**src/sv/evseg_pkg.sv**
```systemverilog
// evseg_pkg: shared constants for the energy voice-activity segmenter
// register indexes, reset values, command codes and field widths
// no dependencies
`default_nettype none

package evseg_pkg;

	// field widths
	localparam int unsigned THR_W    = 16;
	localparam int unsigned CNTR_W   = 8;
	localparam int unsigned MINLEN_W = 20;
	localparam int unsigned OUTLEN_W = 20;
	localparam int unsigned ENERGY_W = 44;
	localparam int unsigned SAMPLE_W = 16;
	localparam int unsigned CMD_W    = 2;
	localparam int unsigned CFG_W    = 20;
	localparam int unsigned CFG_IDX_W = 3;

	// parameter defaults
	localparam int unsigned MAX_BUFFER_SAMPLES_DEF = 16384;
	localparam int unsigned LENGTH_BITS_DEF        = 20;

	// register indexes
	localparam logic [CFG_IDX_W-1:0] REG_START_THR  = 3'd0;
	localparam logic [CFG_IDX_W-1:0] REG_STOP_THR   = 3'd1;
	localparam logic [CFG_IDX_W-1:0] REG_SILENCE    = 3'd2;
	localparam logic [CFG_IDX_W-1:0] REG_MIN_SEG    = 3'd3;
	localparam logic [CFG_IDX_W-1:0] REG_CMD_IDLE   = 3'd4;

	// register reset values
	localparam logic [THR_W-1:0]    START_THR_RST = 16'd100;
	localparam logic [THR_W-1:0]    STOP_THR_RST  = 16'd50;
	localparam logic [CNTR_W-1:0]   SILENCE_RST   = 8'd8;
	localparam logic [MINLEN_W-1:0] MIN_SEG_RST   = 20'd8000;
	localparam logic [CNTR_W-1:0]   CMD_IDLE_RST  = 8'd20;

	// input commands
	localparam logic [CMD_W-1:0] CMD_SAMPLE   = 2'd0;
	localparam logic [CMD_W-1:0] CMD_SET_MODE = 2'd1;
	localparam logic [CMD_W-1:0] CMD_PAUSE    = 2'd2;
	localparam logic [CMD_W-1:0] CMD_RESUME   = 2'd3;

	// modes
	localparam logic MODE_WAKE    = 1'b0;
	localparam logic MODE_COMMAND = 1'b1;

	localparam logic [CNTR_W-1:0] CNTR_MAX = '1;

endpackage

`default_nettype wire

```
**src/sv/energy_vad_segmenter.sv**
```systemverilog
// energy_vad_segmenter: per-buffer energy voice detector with hysteresis,
// silence timeout, segment length check and command-mode timeout
// depends on evseg_pkg
`default_nettype none

// One shared multiplier does all the multiplications under a small sequencer,
// so the block takes one item at a time. A command is handled as it is taken.
// A sample is transferred, squared and then accumulated. After the last sample
// of a buffer is accumulated, the multiplier forms threshold squared, then
// that times the buffer's sample count, and a decision step compares it with the
// energy sum and updates the detector. The result sits in an output register,
// so the next item is taken while it waits; a further buffer end stalls in
// its decision cycle until the previous result has been transferred.
// Thresholds are compared exactly as energy against threshold squared times
// count. Samples beyond MAX_BUFFER_SAMPLES in one buffer are dropped, and the
// segment length saturates at 2^LENGTH_BITS - 1.
module energy_vad_segmenter #(
	parameter int unsigned MAX_BUFFER_SAMPLES = evseg_pkg::MAX_BUFFER_SAMPLES_DEF,
	parameter int unsigned LENGTH_BITS        = evseg_pkg::LENGTH_BITS_DEF
) (
	input  wire                                    clk,
	input  wire                                    arst_n,
	// configuration
	input  wire                                    cfg_we,
	input  wire  [evseg_pkg::CFG_IDX_W-1:0]        cfg_index,
	input  wire  [evseg_pkg::CFG_W-1:0]            cfg_data,
	// input items
	input  wire                                    in_valid,
	output logic                                   in_ready,
	input  wire  [evseg_pkg::CMD_W-1:0]            cmd,
	input  wire  signed [evseg_pkg::SAMPLE_W-1:0]  sample,
	input  wire                                    last_in_buffer,
	input  wire                                    mode_value,
	// results
	output logic                                   out_valid,
	input  wire                                    out_ready,
	output logic                                   ignored,
	output logic                                   speaking,
	output logic                                   segment_started,
	output logic                                   segment_ended,
	output logic                                   segment_accepted,
	output logic [evseg_pkg::OUTLEN_W-1:0]         segment_length,
	output logic                                   command_expired,
	output logic                                   mode_now
);

	localparam int unsigned CNT_W = $clog2(MAX_BUFFER_SAMPLES + 1);
	localparam int unsigned MB_W  = (CNT_W > evseg_pkg::SAMPLE_W) ? CNT_W
		: evseg_pkg::SAMPLE_W;
	localparam int unsigned MA_W  = 2 * evseg_pkg::THR_W;
	localparam int unsigned PW    = MA_W + MB_W;
	localparam int unsigned LS_W  = ((LENGTH_BITS > CNT_W) ? LENGTH_BITS : CNT_W) + 1;
	localparam int unsigned LC_W  = (LENGTH_BITS > evseg_pkg::MINLEN_W) ? LENGTH_BITS
		: evseg_pkg::MINLEN_W;
	localparam int unsigned LO_W  = (LENGTH_BITS > evseg_pkg::OUTLEN_W) ? LENGTH_BITS
		: evseg_pkg::OUTLEN_W;
	localparam logic [CNT_W-1:0]       CNT_MAX = CNT_W'(MAX_BUFFER_SAMPLES);
	localparam logic [LENGTH_BITS-1:0] LEN_MAX = '1;

	// sequencer states
	localparam logic [2:0] S_IDLE = 3'd0;
	localparam logic [2:0] S_SQ   = 3'd1;
	localparam logic [2:0] S_ACC  = 3'd2;
	localparam logic [2:0] S_THR  = 3'd3;
	localparam logic [2:0] S_SCL  = 3'd4;
	localparam logic [2:0] S_DEC  = 3'd5;

	logic [2:0] state_q;

	// configuration registers
	logic [evseg_pkg::THR_W-1:0]    start_thr_q;
	logic [evseg_pkg::THR_W-1:0]    stop_thr_q;
	logic [evseg_pkg::CNTR_W-1:0]   silence_bufs_q;
	logic [evseg_pkg::MINLEN_W-1:0] min_seg_q;
	logic [evseg_pkg::CNTR_W-1:0]   cmd_idle_q;

	// detector state
	logic [evseg_pkg::ENERGY_W-1:0] energy_sum_q;
	logic [CNT_W-1:0]               buf_cnt_q;
	logic                           in_speech_q;
	logic [evseg_pkg::CNTR_W-1:0]   silence_cnt_q;
	logic [evseg_pkg::CNTR_W-1:0]   idle_cnt_q;
	logic [LENGTH_BITS-1:0]         seg_samples_q;
	logic                           mode_q;
	logic                           cmd_decoded_q;
	logic                           paused_q;

	// item being worked on
	logic [evseg_pkg::SAMPLE_W-1:0] mag_q;
	logic                           last_q;
	logic [PW-1:0]                  prod_q;

	logic in_xfer;
	logic dec_go;
	assign in_ready = (state_q == S_IDLE);
	assign in_xfer  = in_valid && in_ready;
	assign dec_go   = (state_q == S_DEC) && !(out_valid && !out_ready);

	// shared multiplier
	logic [MA_W-1:0] mul_a;
	logic [MB_W-1:0] mul_b;
	logic [PW-1:0]   mul_p;
	logic [evseg_pkg::THR_W-1:0] thr_sel;

	assign thr_sel = in_speech_q ? stop_thr_q : start_thr_q;

	always_comb begin
		unique case (state_q)
			S_SQ: begin
				mul_a = MA_W'(mag_q);
				mul_b = MB_W'(mag_q);
			end
			S_THR: begin
				mul_a = MA_W'(thr_sel);
				mul_b = MB_W'(thr_sel);
			end
			S_SCL: begin
				mul_a = prod_q[MA_W-1:0];
				mul_b = MB_W'(buf_cnt_q);
			end
			default: begin
				mul_a = '0;
				mul_b = '0;
			end
		endcase
	end

	assign mul_p = PW'(mul_a) * PW'(mul_b);

	// saturating accumulate of the squared sample
	logic [evseg_pkg::ENERGY_W:0] energy_add;
	assign energy_add = {1'b0, energy_sum_q}
		+ (evseg_pkg::ENERGY_W + 1)'(prod_q[MA_W-1:0]);

	// buffer-end decision
	logic                         ign_d;
	logic                         in_speech_d;
	logic [evseg_pkg::CNTR_W-1:0] silence_cnt_d;
	logic [evseg_pkg::CNTR_W-1:0] idle_cnt_d;
	logic [LENGTH_BITS-1:0]       seg_d;
	logic [LENGTH_BITS-1:0]       len_d;
	logic                         mode_d;
	logic                         cmd_decoded_d;
	logic                         started_d;
	logic                         ended_d;
	logic                         accepted_d;
	logic                         expired_d;
	logic [LS_W-1:0]              seg_sum;
	logic [LO_W-1:0]              len_ext;
	logic                         below;
	logic                         above;

	assign below = (PW'(energy_sum_q) < prod_q);
	assign above = (PW'(energy_sum_q) > prod_q);

	always_comb begin
		ign_d         = paused_q || (cmd_decoded_q && (mode_q == evseg_pkg::MODE_COMMAND));
		in_speech_d   = in_speech_q;
		silence_cnt_d = silence_cnt_q;
		idle_cnt_d    = idle_cnt_q;
		seg_d         = seg_samples_q;
		len_d         = seg_samples_q;
		mode_d        = mode_q;
		cmd_decoded_d = cmd_decoded_q;
		started_d     = 1'b0;
		ended_d       = 1'b0;
		accepted_d    = 1'b0;
		expired_d     = 1'b0;
		seg_sum       = '0;
		if (!ign_d) begin
			if (in_speech_d) begin
				if (below) begin
					silence_cnt_d = (silence_cnt_d == evseg_pkg::CNTR_MAX) ? silence_cnt_d
						: silence_cnt_d + 1'b1;
				end else begin
					silence_cnt_d = '0;
					idle_cnt_d    = '0;
				end
			end else if (above) begin
				in_speech_d   = 1'b1;
				silence_cnt_d = '0;
				idle_cnt_d    = '0;
				seg_d         = '0;
				started_d     = 1'b1;
			end
			len_d = '0;
			if (in_speech_d) begin
				seg_sum = LS_W'(seg_d) + LS_W'(buf_cnt_q);
				seg_d   = (seg_sum > LS_W'(LEN_MAX)) ? LEN_MAX : seg_sum[LENGTH_BITS-1:0];
				len_d   = seg_d;
				if (silence_cnt_d >= silence_bufs_q) begin
					in_speech_d   = 1'b0;
					silence_cnt_d = '0;
					ended_d       = 1'b1;
					if (LC_W'(seg_d) >= LC_W'(min_seg_q)) begin
						accepted_d = 1'b1;
						if (mode_d == evseg_pkg::MODE_COMMAND)
							cmd_decoded_d = 1'b1;
					end
					seg_d = '0;
				end
			end
			if ((mode_d == evseg_pkg::MODE_COMMAND) && !in_speech_d) begin
				idle_cnt_d = (idle_cnt_d == evseg_pkg::CNTR_MAX) ? idle_cnt_d
					: idle_cnt_d + 1'b1;
				if (idle_cnt_d >= cmd_idle_q) begin
					idle_cnt_d = '0;
					mode_d     = evseg_pkg::MODE_WAKE;
					expired_d  = 1'b1;
				end
			end
		end
		len_ext = LO_W'(len_d);
	end

	// configuration writes
	always_ff @(posedge clk or negedge arst_n) begin
		if (!arst_n) begin
			start_thr_q    <= evseg_pkg::START_THR_RST;
			stop_thr_q     <= evseg_pkg::STOP_THR_RST;
			silence_bufs_q <= evseg_pkg::SILENCE_RST;
			min_seg_q      <= evseg_pkg::MIN_SEG_RST;
			cmd_idle_q     <= evseg_pkg::CMD_IDLE_RST;
		end else if (cfg_we) begin
			case (cfg_index)
				evseg_pkg::REG_START_THR: start_thr_q    <= cfg_data[evseg_pkg::THR_W-1:0];
				evseg_pkg::REG_STOP_THR:  stop_thr_q     <= cfg_data[evseg_pkg::THR_W-1:0];
				evseg_pkg::REG_SILENCE:   silence_bufs_q <= cfg_data[evseg_pkg::CNTR_W-1:0];
				evseg_pkg::REG_MIN_SEG:   min_seg_q      <= cfg_data[evseg_pkg::MINLEN_W-1:0];
				evseg_pkg::REG_CMD_IDLE:  cmd_idle_q     <= cfg_data[evseg_pkg::CNTR_W-1:0];
				default: ;
			endcase
		end
	end

	// sequencer and detector state
	always_ff @(posedge clk or negedge arst_n) begin
		if (!arst_n) begin
			state_q       <= S_IDLE;
			energy_sum_q  <= '0;
			buf_cnt_q     <= '0;
			in_speech_q   <= 1'b0;
			silence_cnt_q <= '0;
			idle_cnt_q    <= '0;
			seg_samples_q <= '0;
			mode_q        <= evseg_pkg::MODE_WAKE;
			cmd_decoded_q <= 1'b0;
			paused_q      <= 1'b0;
		end else begin
			unique case (state_q)
				S_IDLE: begin
					if (in_xfer) begin
						unique case (cmd)
							evseg_pkg::CMD_SAMPLE: state_q <= S_SQ;
							evseg_pkg::CMD_SET_MODE: begin
								mode_q        <= mode_value;
								cmd_decoded_q <= 1'b0;
								idle_cnt_q    <= '0;
							end
							evseg_pkg::CMD_PAUSE: begin
								if (!paused_q) begin
									paused_q      <= 1'b1;
									in_speech_q   <= 1'b0;
									silence_cnt_q <= '0;
									seg_samples_q <= '0;
								end
							end
							evseg_pkg::CMD_RESUME: begin
								if (paused_q) begin
									paused_q      <= 1'b0;
									cmd_decoded_q <= 1'b0;
									idle_cnt_q    <= '0;
								end
							end
							default: ;
						endcase
					end
				end
				S_SQ: state_q <= S_ACC;
				S_ACC: begin
					// samples past the buffer limit are dropped
					if (buf_cnt_q < CNT_MAX) begin
						buf_cnt_q    <= buf_cnt_q + 1'b1;
						energy_sum_q <= energy_add[evseg_pkg::ENERGY_W] ? '1
							: energy_add[evseg_pkg::ENERGY_W-1:0];
					end
					state_q <= last_q ? S_THR : S_IDLE;
				end
				S_THR: state_q <= S_SCL;
				S_SCL: state_q <= S_DEC;
				S_DEC: begin
					if (dec_go) begin
						energy_sum_q  <= '0;
						buf_cnt_q     <= '0;
						in_speech_q   <= in_speech_d;
						silence_cnt_q <= silence_cnt_d;
						idle_cnt_q    <= idle_cnt_d;
						seg_samples_q <= seg_d;
						mode_q        <= mode_d;
						cmd_decoded_q <= cmd_decoded_d;
						state_q       <= S_IDLE;
					end
				end
				default: state_q <= S_IDLE;
			endcase
		end
	end

	// item payload and multiplier result
	always_ff @(posedge clk) begin
		if (in_xfer) begin
			mag_q  <= sample[evseg_pkg::SAMPLE_W-1] ? (~sample + 1'b1) : sample;
			last_q <= last_in_buffer;
		end
		if ((state_q == S_SQ) || (state_q == S_THR) || (state_q == S_SCL))
			prod_q <= mul_p;
	end

	// result register
	always_ff @(posedge clk or negedge arst_n) begin
		if (!arst_n)
			out_valid <= 1'b0;
		else if (dec_go)
			out_valid <= 1'b1;
		else if (out_ready)
			out_valid <= 1'b0;
	end

	always_ff @(posedge clk) begin
		if (dec_go) begin
			ignored          <= ign_d;
			speaking         <= in_speech_d;
			segment_started  <= started_d;
			segment_ended    <= ended_d;
			segment_accepted <= accepted_d;
			segment_length   <= len_ext[evseg_pkg::OUTLEN_W-1:0];
			command_expired  <= expired_d;
			mode_now         <= mode_d;
		end
	end

endmodule

`default_nettype wire

```
**config.mk**
```make
export PLATFORM = sky130hd
export DESIGN_NAME = energy_vad_segmenter
export DESIGN_NICKNAME = d
export VERILOG_FILES = /design/src/sv/evseg_pkg.sv /design/src/sv/energy_vad_segmenter.sv
export SDC_FILE = /design/constraint.sdc
export NUM_CORES = 2
export LEC_CHECK = 0
export BUFFER_PORTS_ARGS = -buffer_cell sky130_fd_sc_hd__buf_4
export CORE_MARGIN = 4
export CORE_UTILIZATION = 32
export CTS_BUF_LIST = sky130_fd_sc_hd__clkbuf_16
export DETAILED_ROUTE_END_ITERATION = 8
export PLACE_DENSITY = 0.43
export REMOVE_ABC_BUFFERS = 1
export SLEW_MARGIN = 10
export SYNTH_ARGS = -nofsm -noshare
export SYNTH_HDL_FRONTEND = slang
export SYNTH_SLANG_ARGS = --single-unit
```
**constraint.sdc**
```tcl
create_clock -name clk -period 10.43 [get_ports clk]
set_input_delay 1.043 -clock clk [delete_from_list [all_inputs] [get_ports clk]]
set_output_delay 1.043 -clock clk [all_outputs]
set_load 0.02 [all_outputs]
```
-- After elaboration in Yosys (flattened, before gate mapping)
Index checks and enable logic that the tools add are counted.
- flip-flop bits (word level): 263
- latch bits: 0
- RAM bits: 0
- bits in read-only memories: 0
- bits of input ports: 48
- output and inout port bits: 29
- logic and storage cells: 200
- memories kept: 0
- $add $sub $neg: 6
- $mul: 1
- divide/modulo/power cells: 0
- $lt $le $gt $ge: 7
- eq/ne operators: 28
- shift operators: 0
- muxes and demuxes: 91
- bitwise gates (word level): 4
- reductions and logical operators: 35
- operators by type and width (cell ; number):
    $mux W20 ; 13
    $mux W8 ; 23
    $mux W44 ; 3
    $pmux W32 S3 ; 1
    $pmux W44 S2 ; 1
    $gt A44 B48 Y1 ; 1
    $lt A44 B48 Y1 ; 1
    $mul A32 B16 Y48 ; 1
    $pmux W16 S3 ; 1
    $pmux W8 S2 ; 3
    $add A44 B32 Y45 ; 1
    $mux W15 ; 3
    $pmux W20 S2 ; 1
    $mux W1 ; 30
    $pmux W15 S2 ; 1
    $add A20 B15 Y21 ; 1
    $gt A21 B20 Y1 const B ; 1
    $ge A20 B20 Y1 ; 1
    $pmux W3 S6 ; 1
    $add A16 B1 Y16 const B ; 1
    $add A8 B1 Y8 const B ; 2
    $eq A8 B8 Y1 const B ; 2
    $ge A8 B8 Y1 ; 2
    $mux W16 ; 1
    30 further kinds ; 76

-- Logic depth before layout (Yosys ltp)
- word-level depth: 15
- gate-level depth with buffers: 36
- depth with buffers taken out: 33

-- Least setup slack after synthesis
OpenSTA, ideal clock, no wires.
- path kind: register to register
- start: register state_q[0]
- end: register prod_q[45] (data pin)
- library setup time: 0.258 ns
- data arrival time: 7.740 ns
- required time: 10.172 ns
- setup slack: 2.432 ns
- stages on the path, launching flop included: 33
- path buffers: 6
- clock period less this slack: 7.998 ns
- cell sequence: dfrtp_1 -> clkbuf_1 -> nor2_1 -> and2_1 -> clkbuf_1 -> clkbuf_1 -> clkbuf_1 -> a21o_1 -> clkbuf_1 -> nand2_1 -> fa_1 -> inv_1 -> fa_1 -> inv_1 -> fa_1 -> inv_1 -> fa_1 -> inv_1 -> fa_1 -> inv_1 -> fa_1 -> ha_1 -> clkbuf_1 -> a211oi_1 -> o21ai_1 -> a211oi_1 -> a22oi_1 -> a211oi_1 -> o211ai_1 -> nand2_1 -> o21ai_1 -> a31oi_1 -> xnor2_1
- cells in the longest elaborated chain, start to end: 3
- elaborated cells on any way between the ends: 6
- classes of those cells: 1 x mul; 3 x eq/ne; 2 x mux
- RTL lines (item ; line ; RTL):
    from (decl) ; energy_vad_segmenter.sv:68 ; logic [2:0] state_q;
    from (signal assigned) ; energy_vad_segmenter.sv:287 ; state_q <= last_q ? S_THR : S_IDLE;
    $eq A3 B3 Y1 (tied with other cells) ; energy_vad_segmenter.sv:108 ; unique case (state_q)
    $pmux W32 S3 or $pmux W16 S3 (tied branches) ; energy_vad_segmenter.sv:108 ;
    $mul A32 B16 Y48 (*) ; energy_vad_segmenter.sv:128 ; assign mul_p = PW'(mul_a) * PW'(mul_b);
    named net mul_p[45] ; energy_vad_segmenter.sv:102 ; logic [PW-1:0] mul_p;
    to (signal assigned) ; energy_vad_segmenter.sv:316 ; prod_q <= mul_p;
    to (decl) ; energy_vad_segmenter.sv:91 ; logic [PW-1:0] prod_q;
The timed path passes the listed nets; every way through them passes the cells marked *.
A chain may end at the register's enable or synchronous reset.

-- Final worst setup path
- start: register state_q[2]
- end: register prod_q[45] (data pin)
Same word-level chain as after synthesis.

==> results by group <==
Run
  – Max-cap violations: 0

Clock network
  – Total clock sinks: around 260
  – CTS Hold Buffers Added: 0
  – Clock Tree Root: clkbuf_16
  – Clock-pin slew on the worst setup and hold paths: 0.07 ns
  – CTS tree: built
  – Post-CTS setup buffer count: 0
  – Cts bufs inserted: 30
  – CTS max path bufs: 3
  – H-Tree Depth: 1
  – CTS resizes: 0
  – Worst-Skew Late Latency: 0.60 ns

Detailed routing
  – Routed len/inst: 20.8 um
  – Via count: approximately 24k
  – Post-DR vias/cell: 4.98
  – TritonRoute pass-1 iters: 5
  – WL final: about 100000 um
  – Post-DRT Antenna Nets: 0
  – Residual DRC: 0
  – Drt first-iter violations: roughly 1.4k

Critical path
  – Top delay family on crit path: compound AO/OA/AOI/OAI gates
  – R2r setup slk: 0.79 ns
  – Critical Path Max Stage Delay: roughly 0.95 ns
  – Worst path depth: 27
  – Startpoint class of the critical path: flip-flop
  – CP max stage cell: a211oi_1
  – Critical path endpoint: prod_q[45]
  – Worst path bufs/invs: 6
  – Register-to-Register Path Depth: 27
  – Most used cell, CP: fa_1
  – Reg2reg start: state_q[2]
  – Critical Path RT: 10.76 ns
  – Setup Crit Path Kind: reg2reg
  – CP Max Fanout: 25
  – Crit path DAT: 9.98 ns
  – Crit path launch: state_q[2]
  – FF-to-FF End: prod_q[45]
  – Worst Setup End Kind: flip-flop

Timing
  – Tightest Pin Transition: 1.13 ns
  – Slew headroom: 0.245
  – Clk_skew: 0.0187 ns
  – Final worst path period need: 9.64 ns
  – Achievable Freq: 104 MHz
  – Final setup margin: between 0.7 and 0.8 ns
  – Period utilisation layout: 0.925
  – Worst hold margin: roughly 0.5 ns
  – RSZ-0062 raised after global routing: false
  – Setup TNS: 0 ns
  – Final setup fails: 0
  – Endpoints failing hold: 0
  – Final Slew Violations: 0

GRT
  – Met1 Resource Use GR: 0.283
  – Met3 usage: 0.0194
  – Antenna violations before repair: 1
  – First-pass GRT wire length: 156000 um
  – Largest net degree at the start of global routing: approximately 120
  – Gr usage total: 0.195
  – Vias in the first global route: 24.8k
  – Busiest layer in global routing: met2
  – Met2 Use GR: 0.324
  – Congestion Overflow GR: 0

Layout
  – Layout cells sized above 1: 0.0841
  – Filler cell count in the final layout: 10.1k
  – Final nets: 4239
  – Final Non-Filler Cells: 4818
  – Synthesis-to-layout area growth: 9.86%
  – N_diodes: 0
  – Commonest non-fill, non-tap cell in the layout: inv_1
  – Most frequent cells in the layout: inv_1, nand2_1, fa_1

Synth
  – Synthesized area: 31600 um^2
  – Syn avg cell area: ~9.1 um^2
  – Yosys top cell by area: fa_1
  – Number of synthesized register bits: 263
  – Post-Syn Instances: 3481
  – Post-synth EDFFs: 92
  – Synth top area share: 0.266
  – Register area share after synthesis: 0.224
  – YS warnings: 0
  – Top_reg_cell synth: dfrtp_1
  – Main area contributors after synthesis: fa_1, dfrtp_1, ha_1
  – FFs w/ async S/R, synth: 0.650
  – Netlist cell types: 86

Min path
  – Hold crit path type: reg2reg

Die
  – Core area: 97300 um^2
  – Chip Height: 322 um
  – Row Count: roughly 110
  – Total I/O pin count: 77
  – Die width: 322 um
  – Starting Density: 0.325
  – Die footprint: around 100000 um^2

Place
  – DP Worst Slack: roughly 0.98 ns
  – Placed Instances: ~4.8k
  – Dpl hpwl: 79200 um
  – Routability cong.: 0.850
  – IO buf count: 76

Power and ir drop
  – Maximum vdd drop: 0.000135 V
  – PwrDens: approximately 220 nW/um^2
  – Sequential power share: 0.235
  – Power share of the combinational group: 0.624
  – Pint: ~3.6 mW
  – Psw: 3.81 mW
  – Power share of the clock group: 0.141
  – Total power: ~7.5 mW
  – Leakage power: 15.7 nW
  – Sw Share: 0.511

Outcome
  – Status: completed
[Yosys cell counts, drive strengths merged (35+ instances only)]
cell,number
a31oi,38
nor3,39
xor2,35
a21oi,179
clkbuf,128
ha,253
xnor2,72
fa,420
o21ai,119
a21o,75
inv,555
dfrtp,156
nor2,273
mux2,56
nand2,514
nand3,42
edfxtp,92
[metal layers]
metal / wire length, um / share of wire / vias to the layer above
met5: 0 / 0 / -
met4: 1710 / 0.017 / 0
met3: 3550 / 0.035 / 93
met2: 47100 / 0.47 / 418
met1: 47800 / 0.48 / 12100
li1: - / - / 11300
[worst min path at each step]
stage / start / endpoint / slack (ns) / cells after the start
global placement: cmd_decoded_q / cmd_decoded_q / 0.47 / 2
global route: stop_thr_q[12] / stop_thr_q[12] / 0.52 / 1
detailed placement: cmd_decoded_q / cmd_decoded_q / 0.48 / 2
finish: cmd_decoded_q / cmd_decoded_q / 0.49 / 2
floorplan: cmd_decoded_q / cmd_decoded_q / 0.44 / 2
CTS: cmd_decoded_q / cmd_decoded_q / 0.49 / 2
[power groups by stage]
stage	Combinational (mW)	Clock, mW	Sequential [mW]
2_1_floorplan	3.11	0	1.66
3_3_place_gp	4.67	0	1.77
3_5_place_dp	4.65	0	1.76
4_1_cts	4.70	1.09	1.75
5_1_grt	5.20	1.13	1.78
6_report	4.66	1.05	1.75
[registers in the layout (all words and copies together), names as in the netlist, 3 cells and up]
register	cells
silence_bufs_q	8
buf_cnt_q	15
silence_cnt_q	8
start_thr_q	16
idle_cnt_q	8
min_seg_q	20
prod_q	48
cmd_idle_q	8
segment_length	20
state_q	3
energy_sum_q	44
stop_thr_q	16
mag_q	16
seg_samples_q	20
[cell type report]
type | count | area (um^2) | area share
clock inverter | 25 | 179 | 0.00516
clock buffer | 31 | 776 | 0.0224
timing repair buffer | 134 | 1010 | 0.0292
multi-input combinational | 2534 | 22000 | 0.634
sequential | 263 | 7060 | 0.204
tap | 1276 | 1600 | 0.0460
inverter | 555 | 2080 | 0.0601
[worst min-delay path: stages (launching register included)]
cell and delay (ns):
dfrtp_1 0.35, nand2_1 0.05, o41ai_1 0.06
[cells by family (layout without fill, tap and decap cells)]
kind of cell / count (synthesis) / in the layout / share of synthesized area
and+or+nand+nor: 1056 / 1056 / 0.146
other: 2 / 16 / 0.000238
adders and majority gates: 673 / 673 / 0.367
buffers and inverters: 698 / 745 / 0.0835
xor gates and xnor gates: 107 / 107 / 0.0297
DFF: 263 / 263 / 0.224
AOI/OAI and AO/OA: 605 / 605 / 0.124
muxes: 77 / 77 / 0.0266
[metrics by stage]
step           utilization  instance area [um^2]
2_1_floorplan            -                 31100
3_3_place_gp         0.347                 33700
4_1_cts              0.357                 34700
3_5_place_dp         0.347                 33700
5_1_grt              0.357                 34700
6_report             0.357                 34700
Note: power is estimated with default switching activity, not from simulation.
